$ cat config.mk
export PLATFORM = sky130hd
export DESIGN_NAME = gnp_sqrt
export DESIGN_NICKNAME = d
export VERILOG_FILES = /design/src/hw/rtl/gnp_pkg.sv /design/src/hw/rtl/gnp_sqrt.sv
export SDC_FILE = /design/constraint.sdc
export NUM_CORES = 2
export LEC_CHECK = 0
export BUFFER_PORTS_ARGS = -buffer_cell sky130_fd_sc_hd__clkbuf_2
export CAP_MARGIN = 20
export CELL_PAD_IN_SITES_DETAIL_PLACEMENT = 1
export CELL_PAD_IN_SITES_GLOBAL_PLACEMENT = 1
export CORE_AREA = 2 2 548 550
export DETAILED_ROUTE_END_ITERATION = 8
export DIE_AREA = 0 0 550 552
export MAX_ROUTING_LAYER = met4
export PLACE_DENSITY = 0.7
export SYNTH_ARGS = -nofsm -noshare
export SYNTH_HDL_FRONTEND = slang
export SYNTH_SLANG_ARGS = --single-unit
$ cat constraint.sdc
create_clock -name clock -period 9.3 [get_ports clock]
set_input_delay 1.86 -clock clock [delete_from_list [all_inputs] [get_ports clock]]
set_output_delay 1.86 -clock clock [all_outputs]
set_load 0.02 [all_outputs]
$ cat src/hw/rtl/gnp_pkg.sv
package gnp_pkg;

   // Sample and field widths.
   localparam int SAMPLE_BITS_DEFAULT = 16;
   localparam int U_W = 16;
   localparam int OUT_W = 16;
   localparam int GAIN_W = 16;
   localparam logic [GAIN_W-1:0] NOISE_GAIN_RESET = 16'd655;

   // Sum of squares, accepted range below 2^30.
   localparam int S_W = 30;

   // Logarithm datapath.
   localparam int LOG_FRAC_BITS = 24;
   localparam int MANT_W = 31;
   localparam int SHAMT_W = 5;
   localparam int NL_W = SHAMT_W + LOG_FRAC_BITS;
   localparam int L_W = 30;
   localparam logic [31:0] LN2_Q32 = 32'hB17217F8;

   // Square root and division datapath.
   localparam int SQRT_IN_W = 62;
   localparam int ROOT_W = SQRT_IN_W / 2;
   localparam int QUO_W = 31;
   localparam int R_W = 27;
   localparam int T_W = 27;

endpackage

$ cat src/hw/rtl/gnp_sqrt.sv
module gnp_sqrt #(
   parameter int IN_W = gnp_pkg::SQRT_IN_W,
   parameter int TAG_W = 1
) (
   input  logic                 clock,
   input  logic                 reset,
   input  logic                 en,
   input  logic                 in_valid,
   input  logic [IN_W-1:0]      in_value,
   input  logic [TAG_W-1:0]     in_tag,
   output logic                 out_valid,
   output logic [IN_W/2-1:0]    out_root,
   output logic [TAG_W-1:0]     out_tag
);

   localparam int N = IN_W / 2;
   localparam int RW = N + 2;

   logic [RW-1:0] rem_ff [N];
   logic [N-1:0] root_ff [N];
   logic [IN_W-1:0] val_ff [N];
   logic [TAG_W-1:0] tag_ff [N];
   logic valid_ff [N];

   // One root bit per stage, restoring digit recurrence.
   for (genvar i = 0; i < N; i++) begin : g_stage
      logic [RW-1:0] rem_src;
      logic [RW-1:0] rem_sh;
      logic [RW-1:0] trial;
      logic [RW-1:0] rem_in;
      logic [N-1:0] root_src;
      logic [N-1:0] root_in;
      logic [IN_W-1:0] val_src;
      logic [TAG_W-1:0] tag_src;
      logic valid_src;
      if (i == 0) begin : g_first
         assign rem_src = '0;
         assign root_src = '0;
         assign val_src = in_value;
         assign tag_src = in_tag;
         assign valid_src = in_valid;
      end else begin : g_next
         assign rem_src = rem_ff[i-1];
         assign root_src = root_ff[i-1];
         assign val_src = val_ff[i-1];
         assign tag_src = tag_ff[i-1];
         assign valid_src = valid_ff[i-1];
      end
      assign rem_sh = {rem_src[RW-3:0], val_src[IN_W-1 -: 2]};
      assign trial = {root_src, 2'b01};
      always_comb begin
         if (rem_sh >= trial) begin
            rem_in = rem_sh - trial;
            root_in = {root_src[N-2:0], 1'b1};
         end else begin
            rem_in = rem_sh;
            root_in = {root_src[N-2:0], 1'b0};
         end
      end
      always_ff @(posedge clock) begin
         if (en) begin
            rem_ff[i] <= rem_in;
            root_ff[i] <= root_in;
            val_ff[i] <= {val_src[IN_W-3:0], 2'b00};
            tag_ff[i] <= tag_src;
         end
      end
      always_ff @(posedge clock) begin
         if (reset) begin
            valid_ff[i] <= 1'b0;
         end else if (en) begin
            valid_ff[i] <= valid_src;
         end
      end
   end

   assign out_valid = valid_ff[N-1];
   assign out_root = root_ff[N-1];
   assign out_tag = tag_ff[N-1];

endmodule

After elaboration in Yosys (flattened, before gate mapping)
Memory sizes are Yosys's and may differ from the RTL's.
Cells that the tools add are included.

operators by class
  reductions and logical operators = 0
  bitwise logic cells = 31
  magnitude comparators = 31
  eq/ne operators = 0
  shifts and indexed selects = 0
  add/sub/neg operators = 31
  div/mod/pow operators = 0
  mux-type cells = 99
  multiply operators = 0

operators by type and width
  cell                                                 count
  2-to-1 mux 33 bit                                    31
  >= comparator 33 bit                                 30
  subtractor 33 bit                                    30
  2-to-1 mux 1 bit                                     68
  bitwise OR 1 bit                                     31
  subtractor 2 x 1 -> 3 bit, second input constant     1
  >= comparator 2 x 1 -> 1 bit, second input constant  1

storage, ports and cells
  bits in latches = 0
  memories = 5
  register bits = 0
  bits in read-only memories = 0
  bits in writable memories = 3,906
  output and inout port bits = 33
  word-level logic and storage cells = 197

memory list
  memory    depth  width  read ports  clocked after memory_dff  write ports  RTL line        RTL
  val_ff    31     60     30          0                         31           gnp_sqrt.sv:21  logic [IN_W-1:0] val_ff [N];
  rem_ff    31     33     30          0                         31           gnp_sqrt.sv:19  logic [RW-1:0] rem_ff [N];
  root_ff   31     31     31          0                         31           gnp_sqrt.sv:20  logic [N-1:0] root_ff [N];
  tag_ff    31     1      31          0                         31           gnp_sqrt.sv:22  logic [TAG_W-1:0] tag_ff [N];
  valid_ff  31     1      31          0                         31           gnp_sqrt.sv:23  logic valid_ff [N];

Depth between registers and ports, before layout
  word-level depth = 4
  gate-level depth with buffers = 14
  depth with buffers taken out = 12

Worst setup path before layout
OpenSTA, ideal clock, no wires.

  kind = reg-to-reg
  start point = mem rem_ff[0][414] in the netlist's numbering
  end point = mem rem_ff[0][448] in the netlist's numbering, data pin
  arrival = 3,058 ps
  data required time = 9,034 ps
  setup slack = 5,976 ps
  stages on the path, launching flop included = 11
  period minus slack after synthesis = 3,324 ps
  setup time = 266 ps
  cells stage by stage = edfxtp_1 -> or4_1 -> or3_1 -> or4_1 -> or3_1 -> a211oi_4 -> o21bai_1 -> or4_1 -> buf_4 -> nor3_1 -> xor2_1

RTL lines
  what         RTL line
  from (decl)  gnp_sqrt.sv:19

==> metrics.md <==
| Metric | Value |
|---|---|
| Max Fclk | 0.228 GHz |
| Gr usage total | 16.3% |
| Final routed DRC violation total | 0 |
| Unrepaired setup endpoints after global routing | false |
| Yosys reg bits | 2375 |
| Die Wd | 550 µm |
| CP Class | reg -> reg |
| Largest net degree at the start of global routing | 201 |
| Most frequent cell after synthesis | edfxtp_1 |
| Initial DRC count | 3995 |
| Core Area | 298000 µm² |
| Global route overflow | 0 |
| Worst path max stage delay | 0.74 ns |
| Synth top area cells | edfxtp_1 65%, ha_1 6.0%, xor2_1 3.0%, xnor2_1 2.9%, o21ai_0 2.3% |
| Htree depth | 5 |
| Avg Vias per Cell | 5.13 |
| Vias in the first global route | 69.6k |
| Fin. max-slew vios | 0 |
| Clock skew | 0.0607 ns |
| Commonest cells post-synth | 2375 x edfxtp_1, 658 x inv_1, 617 x nand2_1 |
| Nets | 9252 |
| CTS max path bufs | 4 |
| Most frequent cell on the critical path | o21ai_0 |
| Syn avg cell area | 13.0 µm² |
| Status | finished, final reports clean |
| Cells along the critical path | ha_1 > a211oi_1 > o21ai_0 > o221ai_1 > o21ai_1 > a221oi_1 > o21ai_0 > nor2_2 > buf_4 > mux2_2 |
| DRT antenna net count | 0 |
| Initial core utilization | 36.8% |
| Critical path endpoint category | register |
| Max cap viols | 0 |
| Family with the most delay on the worst path | compound AO/OA/AOI/OAI gates |
| Peak VDD IR | 0.180 mV |
| Slew of the pin with the lowest slew margin | 1.17 ns |
| Worst-path maximum fanout | 24 |
| CP bufs+invs | 1 |
| Post-synthesis sequential area ratio | 65.0% |
| Post-synth EDFFs | 2375 |
| Post-CTS Setup Bufs | 0 |
| TNS Setup | 0 ns |
| Leakage | 46.7 nW |
| Antenna violations before repair | 1 |
| Chip Height | 552 µm |
| Synth-to-layout area growth | 12.9% |
| PwrDens | 255 nW/µm² |
| Synth area leader | edfxtp_1 |
| Post-Route WL | 244000 µm |
| # hold bufs at CTS | 0 |
| Total number of vias | 65.8k |
| CTS tree | yes |
| Final core utilization | 41.6% |
| Drt pass-1 iters | 7 |
| CTS resizes | 0 |
| CTS root buf | clkbuf_16 |
| Cell variety after synth | 87 |
| Clock Sink Count | 2375 |
| Die Footprint | 304000 µm² |
| GPL Wtd Cong | 0.875 |
| Layout cells sized above 1 | 7.70% |
| Post-synth ARST share | 0% |
| Clock latency on the worst-skew pair | 0.87 ns |
| Post-detail-place hpwl | 176000 µm |
| Post-synth net total | 9007 |
| Slew headroom | 21.9% |
| # IOs | 100 |
| Hold Path Class | reg -> reg |
| Commonest register cell after synthesis | edfxtp_1 |
| Number of cell rows | 201 |
| CP max-delay cell | nor2_2 |
| Buffers added on ports | 99 |
| Min cycle time layout | 4.38 ns |
| Final Hold Viols | 0 |
| First-pass GRT wire length | 388000 µm |
| WL per Instance | 19.0 µm |
| Mapped Area | 110000 µm² |
| Total CTS buffers | 272 |
| Syn. warnings | 0 |
| Cells after synthesis | 8412 |
| Reg clk slew, reported paths | 0.06 ns |
| Startpoint types | register |
| Fin crit share | 47.1% |
| CP Data Required Time | 9.87 ns |
| Total setup violations reported at the end of the flow | 0 |
| WP data arrival | 4.95 ns |
| Yosys top cell area share | 65.0% |
[power breakdown]
group	total (W)	internal, W	switching (W)
Clock	0.0106	0.00632	0.00433
Combinational	0.00649	0.00261	0.00389
Sequential	0.0145	0.0136	0.000929
[placed cells by master, fill, tap and decap left out, types with 85 or more instances in the layout]
| cell | n |
|---|---|
| a21oi_1 | 444 |
| nand4_1 | 85 |
| o21a_1 | 98 |
| o21ai_0 | 503 |
| or3_1 | 89 |
| nor2_1 | 430 |
| nand2b_1 | 103 |
| clkbuf_2 | 99 |
| clkbuf_16 | 278 |
| nor3_1 | 213 |
| edfxtp_1 | 2375 |
| ha_1 | 528 |
| nor4_1 | 96 |
| nand2_1 | 617 |
| inv_1 | 658 |
| nand3_1 | 130 |
| a21o_1 | 211 |
| xor2_1 | 378 |
| xnor2_1 | 361 |
[layer usage]
layer	track usage (%)	vias up	routed length [µm]
li1	-	31648	-
met1	19.7	32797	105000
met2	28.3	902	125000
met3	1.85	454	6980
met4	5.07	0	7540
met5	-	-	0
[sequential cells by signal, indices dropped and copies added (netlist names)]
name / count
tag_ff: 31
valid_ff: 31
rem_ff: 887
root_ff: 496
val_ff: 930
[logic make-up after synthesis]
family | after synthesis | synth area share [%]
AOI/OAI and AO/OA | 1706 | 9.68
xor gates and xnor gates | 739 | 5.90
adders and majority gates | 528 | 6.02
buffers and inverters | 841 | 2.90
DFF | 2375 | 65.0
muxes | 83 | 0.838
other | 1 | 0.00342
and+or+nand+nor | 2139 | 9.70
[final cells by class]
| type | instances | area [µm²] |
|---|---|---|
| clock inverters | 149 | 1680 |
| diodes | 1 | 2.50 |
| repair buffers | 153 | 1030 |
| fillers | 30943 | 174000 |
| multi-input cells | 5196 | 35400 |
| clock buffers | 334 | 7170 |
| well taps | 3958 | 4950 |
| inverters | 659 | 2470 |
| flip-flops and latches | 2375 | 71300 |
[metrics by stage]
step	setup slack (ns)	cells	cell area (µm²)	total power (W)	hold WS (ns)
after floorplan	5.98	8412	110000	0.0189	0.400
after global placement	4.80	12339	115000	0.0210	0.400
after detailed placement	4.68	12339	115000	0.0212	0.405
after CTS	4.90	12822	124000	0.0321	0.388
after global routing	4.61	12824	124000	0.0333	0.391
final	4.92	12825	124000	0.0317	0.398
[worst paths after layout]
kind / start / end / slack [ns] / depth (start not counted)
max: rem_ff[1][201]$_DFFE_PP_ / rem_ff[1][239]$_DFFE_PP_ / 4.92 / 10
min: val_ff[1][38]$_DFFE_PP_ / val_ff[1][100]$_DFFE_PP_ / 0.40 / 0
max reg2reg: rem_ff[1][201]$_DFFE_PP_ / rem_ff[1][239]$_DFFE_PP_ / 4.92 / 10
min reg2reg: val_ff[1][38]$_DFFE_PP_ / val_ff[1][100]$_DFFE_PP_ / 0.40 / 0
Note: power is estimated with default switching activity, not from simulation.
