File: config.mk
export PLATFORM = sky130hd
export DESIGN_NAME = gnp_div
export DESIGN_NICKNAME = d
export VERILOG_FILES = /design/src/hw/rtl/gnp_pkg.sv /design/src/hw/rtl/gnp_div.sv
export SDC_FILE = /design/constraint.sdc
export NUM_CORES = 2
export LEC_CHECK = 0
export BUFFER_PORTS_ARGS = -buffer_cell sky130_fd_sc_hd__buf_2
export CAP_MARGIN = 20
export CORE_UTILIZATION = 60
export DETAILED_ROUTE_END_ITERATION = 16
export HOLD_SLACK_MARGIN = 0.05
export PLACE_DENSITY_LB_ADDON = 0.12
export SYNTH_ARGS = -nofsm -noshare
export SYNTH_HDL_FRONTEND = slang
export SYNTH_SLANG_ARGS = --single-unit
File: constraint.sdc
create_clock -name clock -period 6 [get_ports clock]
set_clock_uncertainty 0.2 [all_clocks]
set_input_delay 0.3 -clock clock [delete_from_list [all_inputs] [get_ports clock]]
set_output_delay 0.3 -clock clock [all_outputs]
set_load 0.05 [all_outputs]
File: src/hw/rtl/gnp_pkg.sv
package gnp_pkg;

   // Sample and field widths.
   localparam int SAMPLE_BITS_DEFAULT = 16;
   localparam int U_W = 16;
   localparam int OUT_W = 16;
   localparam int GAIN_W = 16;
   localparam logic [GAIN_W-1:0] NOISE_GAIN_RESET = 16'd655;

   // Sum of squares, accepted range below 2^30.
   localparam int S_W = 30;

   // Logarithm datapath.
   localparam int LOG_FRAC_BITS = 24;
   localparam int MANT_W = 31;
   localparam int SHAMT_W = 5;
   localparam int NL_W = SHAMT_W + LOG_FRAC_BITS;
   localparam int L_W = 30;
   localparam logic [31:0] LN2_Q32 = 32'hB17217F8;

   // Square root and division datapath.
   localparam int SQRT_IN_W = 62;
   localparam int ROOT_W = SQRT_IN_W / 2;
   localparam int QUO_W = 31;
   localparam int R_W = 27;
   localparam int T_W = 27;

endpackage

File: src/hw/rtl/gnp_div.sv
module gnp_div #(
   parameter int TAG_W = 1
) (
   input  logic                         clock,
   input  logic                         reset,
   input  logic                         en,
   input  logic                         in_valid,
   input  logic [gnp_pkg::U_W-1:0]      in_mag,
   input  logic [gnp_pkg::ROOT_W-1:0]   in_den,
   input  logic [TAG_W-1:0]             in_tag,
   output logic                         out_valid,
   output logic [gnp_pkg::QUO_W-1:0]    out_quo,
   output logic [TAG_W-1:0]             out_tag
);

   localparam int N = gnp_pkg::QUO_W;
   localparam int DW = gnp_pkg::ROOT_W;

   logic [DW-1:0] rem_ff [N];
   logic [DW-1:0] den_ff [N];
   logic [N-1:0] quo_ff [N];
   logic [TAG_W-1:0] tag_ff [N];
   logic valid_ff [N];

   // Quotient of (mag << 46) / den, one bit per stage; the partial
   // remainder starts as mag << 15, which is always below den.
   for (genvar i = 0; i < N; i++) begin : g_stage
      logic [DW-1:0] rem_src;
      logic [DW-1:0] den_src;
      logic [N-1:0] quo_src;
      logic [TAG_W-1:0] tag_src;
      logic valid_src;
      logic [DW:0] rem_sh;
      logic [DW:0] den_x;
      if (i == 0) begin : g_first
         assign rem_src = {in_mag, {(DW - gnp_pkg::U_W){1'b0}}};
         assign den_src = in_den;
         assign quo_src = '0;
         assign tag_src = in_tag;
         assign valid_src = in_valid;
      end else begin : g_next
         assign rem_src = rem_ff[i-1];
         assign den_src = den_ff[i-1];
         assign quo_src = quo_ff[i-1];
         assign tag_src = tag_ff[i-1];
         assign valid_src = valid_ff[i-1];
      end
      assign rem_sh = {rem_src, 1'b0};
      assign den_x = {1'b0, den_src};
      always_ff @(posedge clock) begin
         if (en) begin
            if (rem_sh >= den_x) begin
               rem_ff[i] <= DW'(rem_sh - den_x);
               quo_ff[i] <= {quo_src[N-2:0], 1'b1};
            end else begin
               rem_ff[i] <= rem_sh[DW-1:0];
               quo_ff[i] <= {quo_src[N-2:0], 1'b0};
            end
            den_ff[i] <= den_src;
            tag_ff[i] <= tag_src;
         end
      end
      always_ff @(posedge clock) begin
         if (reset) begin
            valid_ff[i] <= 1'b0;
         end else if (en) begin
            valid_ff[i] <= valid_src;
         end
      end
   end

   assign out_valid = valid_ff[N-1];
   assign out_quo = quo_ff[N-1];
   assign out_tag = tag_ff[N-1];

endmodule

After elaboration in Yosys (flattened, before gate mapping). Memory sizes are Yosys's and may differ from the RTL's. Cells that the tools add are included.

$add $sub $neg: 31. Order comparisons: 31. Mux-type cells: 285. Bitwise logic cells: 93.

Operator list (count): $mux 31 (62); $ge 32x31->1 (31); $sub 31x31->31 (31); $mux 1 (223); $or 1x1->1 (93).

Register bits after elaboration: 0. RAM bits: 2945. Output and inout bits: 33. Logic and storage cells: 445. Memories: 5.

Memory list: den_ff (words 31, width 31, rd ports 30, clocked after Yosys merged registers in 0, write ports 31, RTL line gnp_div.sv:20) `logic [DW-1:0] den_ff [N];`; quo_ff (words 31, width 31, rd ports 31, clocked after Yosys merged registers in 0, write ports 31, RTL line gnp_div.sv:21) `logic [N-1:0] quo_ff [N];`; rem_ff (words 31, width 31, rd ports 30, clocked after Yosys merged registers in 0, write ports 31, RTL line gnp_div.sv:19) `logic [DW-1:0] rem_ff [N];`; tag_ff (words 31, width 1, rd ports 31, clocked after Yosys merged registers in 0, write ports 31, RTL line gnp_div.sv:22) `logic [TAG_W-1:0] tag_ff [N];`; valid_ff (words 31, width 1, rd ports 31, clocked after Yosys merged registers in 0, write ports 31, RTL line gnp_div.sv:23) `logic valid_ff [N];`.

Longest topological paths before layout. An unclocked memory read counts as a cell.

Depth after elaboration: 6. Mapped depth: 15. Mapped depth without buffers: 13.

Worst setup path before layout. Ideal clock, no wire load.

Path type: flip-flop to flip-flop. Start point: mem rem_ff[1][283] in the netlist's numbering. End point: mem rem_ff[1][334] in the netlist's numbering, data pin. Setup time: 260 ps. Arrival time: 3274 ps. Required time: 5540 ps. Slack: 2266 ps. Cell stages (with the launch flop): 13. Buffers on the path: 1. Cells stage by stage: edfxtp_1 ha_1 a21o_1 or3_1 o22ai_2 o31ai_1 a22o_1 o41ai_2 a21oi_1 or3b_1 a21oi_2 buf_4 mux2_2.

RTL lines (RTL line): start: declaration (gnp_div.sv:19).

==> summary by stage <==
Routing
The number of optimization iterations in the first detailed-route pass is 8. The final wirelength is 295,000 um. In the routed layout, each cell is associated on average with a via count of 5.97. The wire length on met3 is 16,800 um.

The highest metal layer used by the detailed router is met5. The total met2 wirelength after detailed routing is 136,000 um. In this run the remaining antenna-violating nets after routing total 0. The first routing iteration left 7,860 violations. The detailed router put a total of 135,000 um of wire on met1.

Across all layers, the routed design uses 89,500 vias. In the routed design, unresolved DRC markers number 0. The average routed wire per standard cell is 19.7 um.

Setup path
The critical path arrival is 5130 ps. The last element of the critical path is rem_ff[1][277]$_DFFE_PP_. Together, buffers and inverters on the worst path number 1. The number of cells on the worst reg-to-reg path is 12. The critical path startpoint category is a flop. In this run the number of cells on the critical path is 12. Traced cell by cell, the critical path runs through inv_1 -> ha_1 -> nor2b_1 -> o31a_1 -> o21ai_0 -> a211o_1 -> a211oi_1 -> a2111oi_0 -> o21ai_1 -> a311oi_1 -> o2111ai_1 -> o221a_2. The worst register-to-register path ends at rem_ff[1][277]$_DFFE_PP_. Data on the critical path is required at its endpoint by 6440 ps. The slowest stage of the critical path is the a2111oi_0 cell. The setup check on the worst reg-to-reg path leaves a slack of 1310 ps.

The kind of cell with the highest combined delay on the critical path is compound AO/OA/AOI/OAI gates. The maximum fanout count along the critical path is 4. The largest stage delay on the critical path is 830 ps. The path type of the worst setup path is reg2reg. In this run the worst setup path begins at den_ff[1][218]$_DFFE_PP_. The worst register-to-register path begins at den_ff[1][218]$_DFFE_PP_. The nature of the critical path endpoint is a flop.

Synth
In this run the cell area of the synthesized design comes to 0.133 sq mm. The fraction of synthesis flops using an asynchronous set or reset pin is 0%. The predominant post-synthesis flop cell is edfxtp_1. The distinct cell type count after synthesis is 96. The number of enable-type register cells in the synthesized netlist is 2,416. The part of the Yosys area used for sequential elements is 54.7%. The total number of yosys warnings is 0. The net count after synthesis is 12,600. A synthesized cell averages 11.4 sq um.

The number of storage elements in the synthesis netlist is 2,418. Counting every instance in the synthesized netlist gives 11,600.

Pwr
The combinational group share of total power is 44.0%. The total net switching power is 28.5 mW. Per report_power, the sequential group accounts for 35.1% of the total.

VDD sags by at most 0.315 mV. Of the total power, the share spent switching nets is 36.6%. In this run the power density over the cells is 531 mW/mm^2.

Cell internal power was estimated by the tool at 49.2 mW. The power share of the clock group is 20.9%. The static power due to leakage is 59.4 nW.

STA
The share of the clock period used by the worst path is 78.1%. Setup repair after global routing left no endpoint under its margin. The final-report hold violation count was 0. The maximum operating frequency is 213 MHz. The worst path in the final design needs a cycle of 4690 ps, including I/O delays and setup. The actual transition at the worst max-transition pin is 1090 ps. The worst slew margin relative to its limit is 26.0%. Setup total negative slack on the finished layout was measured at 0 ps. The count of pins over their slew limit is 0. The worst path meets setup with 1310 ps of slack.

Setup violations remaining at the end of the flow were counted as 0.

GRT
The via count of the first global-routing pass was 86,200. Entering global routing, the biggest net connects 176 pins. The number of antenna violations at the first check in global routing is 8. The first global-routing pass estimated 466,000 um of wire. The overall routing resource usage is 26.1%. The remaining global-route overflow is 0.

Placed design
The placed wire-length estimate after detailed placement is 215,000 um. In this run the cell area measured after placement is 0.136 sq mm. The congestion estimate from routability-driven global placement came to 0.949. Prior to clock tree synthesis, the placed netlist has a worst setup slack of 1010 ps. The quantity of I/O buffers inserted on ports is 84.

Cells and area
The finished cells cover 0.146 sq mm. The fraction of layout cells with a size suffix above 1 is 8.22%. After the last flow step, the layout net total stands at 12,900.

For this run, the share of the core covered by cells in the final layout is 66.5%. Compared with the post-synthesis result, the final layout area differs by 10.2%.

Die
The die covers 0.223 sq mm. The floorplan has 172 rows. Measured along the y axis, the die boundary spans 472 um. The effective utilization at floorplan is 60.4%. The area of the core region is 0.220 sq mm. During I/O placement, the number of pins put on the boundary was 85. The horizontal extent of the die is 472 um.

Clock tree
The post-CTS setup buffer count is 0. The number of clock sinks is 2,418. After clock tree synthesis, the clock-pin slew on the worst setup and hold paths is 60 ps. No sink is reached through more buffers than the 4 on the longest clock path. The number of CTS-inserted buffers is 279. The clock reaches the later pin of the worst-skew pair after 930 ps.

TritonCTS built the clock tree. The H-tree was split into 5 levels. The root buffer cell chosen for the clock tree is clkbuf_16.

Status
The flow ran to the end, and the final reports show no timing, DRC or antenna violations.

Min path
The worst hold path belongs to the class in2reg.

Job
Across the run, the number of max-cap violations was 0.
==> Yosys cell counts (17+ instances only) <==
cell          n  area share, %
o31ai_1      64           0.36
nor4_1       25           0.12
o21bai_1    109           0.62
a21o_1      455            2.6
and3_1       76           0.36
fa_1         29           0.44
nand3_1     164           0.62
nand4b_1     19           0.13
nor3_1      141           0.53
nor2_1      684            1.9
buf_2        20          0.075
xnor2_1     459            3.0
buf_1        22          0.062
o41ai_1      17           0.11
a221oi_1     25           0.17
inv_1      1190            3.4
ha_1        945            8.9
o211ai_1     53           0.30
a221o_1      18           0.14
o2111ai_1    25           0.17
nand2b_1    127           0.60
or4_1        19           0.11
a31o_2       24           0.16
nor3b_1      19           0.11
or3_1        36           0.17
xor2_1      322            2.1
and2_1       90           0.42
a21oi_1    1001            3.8
mux2_2      344            2.9
a21boi_0     24           0.14
edfxtp_1   2416             55
nand4_1     126           0.59
a31oi_1     106           0.50
nor2b_1     137           0.65
and4_1       21           0.14
o21ai_0     741            2.8
a211o_1      25           0.17
o31a_1       38           0.25
or2_2        31           0.15
o21a_1      134           0.76
nand2_1     719            2.0
mux2i_1      21           0.16
clkbuf_1    258           0.73
a211oi_1     52           0.29
a2111oi_0    29           0.19
==> per-stage QoR <==
step	cells	total power [mW]	hold slack, ps
2_1_floorplan	11600	52.6	199
3_3_place_gp	14400	60.1	201
3_5_place_dp	14400	60.9	205
4_1_cts	15000	77.6	50.3
5_1_grt	15000	82.7	102
6_report	15000	77.7	136
==> per-layer routing <==
metal | up-vias | track usage, %
met1 | 43400 | 37.6
met5 | - | 0
met4 | 2 | 7.58
li1 | 43000 | -
met3 | 544 | 3.26
met2 | 2604 | 41.4
==> power by group through the flow <==
stage	Combinational [mW]	Sequential [mW]	Clock, mW
final	34.2	27.3	16.2
after global routing	37.9	27.7	17.1
after CTS	33.7	27.3	16.6
after detailed placement	33.3	27.6	0
after global placement	32.5	27.6	0
after floorplan	26.3	26.3	0
==> cell usage in the layout, fill, tap and decap left out, types with 29 or more instances in the layout <==
master / netlist / final
edfxtp_1: 2416 / 2416
inv_1: 1190 / 1190
a21oi_1: 1001 / 998
ha_1: 945 / 945
o21ai_0: 741 / 739
nand2_1: 719 / 719
nor2_1: 684 / 679
xnor2_1: 459 / 459
a21o_1: 455 / 455
mux2_2: 344 / 344
xor2_1: 322 / 322
clkbuf_16: 0 / 288
nand3_1: 164 / 164
nor3_1: 141 / 141
nor2b_1: 137 / 137
o21a_1: 134 / 134
nand2b_1: 127 / 127
nand4_1: 126 / 126
o21bai_1: 109 / 109
dlygate4sd3_1: 0 / 109
a31oi_1: 106 / 106
and2_1: 90 / 90
buf_2: 20 / 83
and3_1: 76 / 76
buf_4: 3 / 70
o31ai_1: 64 / 63
o211ai_1: 53 / 53
a211oi_1: 52 / 52
clkbuf_1: 258 / 52
clkinv_1: 1 / 50
clkinv_2: 0 / 49
o31a_1: 38 / 38
or3_1: 36 / 35
or2_2: 31 / 31
a2111oi_0: 29 / 29
fa_1: 29 / 29
==> sequential cells by signal (all words and copies together) (netlist names) <==
signal	cells
den_ff	930
rem_ff	930
quo_ff	496
tag_ff	31
valid_ff	31
==> logic make-up (layout without fill, tap and decap cells) <==
logic type,after synthesis,after routing,share of synthesized area (%)
other,0,2,0
adders and majority gates,974,974,9.35
buffers and inverters,1496,1941,4.27
AOI/OAI and AO/OA,3094,3094,14.5
muxes,366,366,3.09
and+or+nand+nor,2469,2469,8.88
DFF,2418,2418,54.7
xor gates and xnor gates,781,781,5.16
==> worst min-delay path by stage <==
stage	slack [ps]	to	startpoint	depth (start not counted)
6_report	140	rem_ff[0][10]$_SDFFCE_PP0P_	in_den[10]	4
5_1_grt	100	rem_ff[0][7]$_SDFFCE_PP0P_	in_den[7]	4
4_1_cts	50	rem_ff[0][12]$_SDFFCE_PP0P_	in_den[12]	4
3_5_place_dp	200	quo_ff[0][218]$_DFFE_PP_	quo_ff[0][186]$_DFFE_PP_	0
3_3_place_gp	200	quo_ff[1][280]$_DFFE_PP_	quo_ff[1][248]$_DFFE_PP_	0
2_1_floorplan	200	den_ff[0][0]$_DFFE_PP_	in_den[0]	0
==> final cells by class <==
class,count,area (sq um)
Fill cell,16400,73500
Antenna cell,2,5.00
Sequential cell,2418,72600
Inverter,1191,4470
Multi-Input combinational cell,7684,54600
Clock buffer,340,7400
Timing Repair Buffer,273,2270
Tap cell,2958,3700
Clock inverter,137,1180
==> what timing repair did <==
item / CTS / global route
resized for setup: 0 / 0
hold buffers: 109 / 0
hold endpoints to repair: 270 / 0
==> worst min-delay path, cell delays in order <==
cell and delay [ps]:
dlygate4sd3_1 520, buf_2 150, xnor2_1 70, nor2_1 70
No activity file was read; power rests on OpenSTA's default activity.
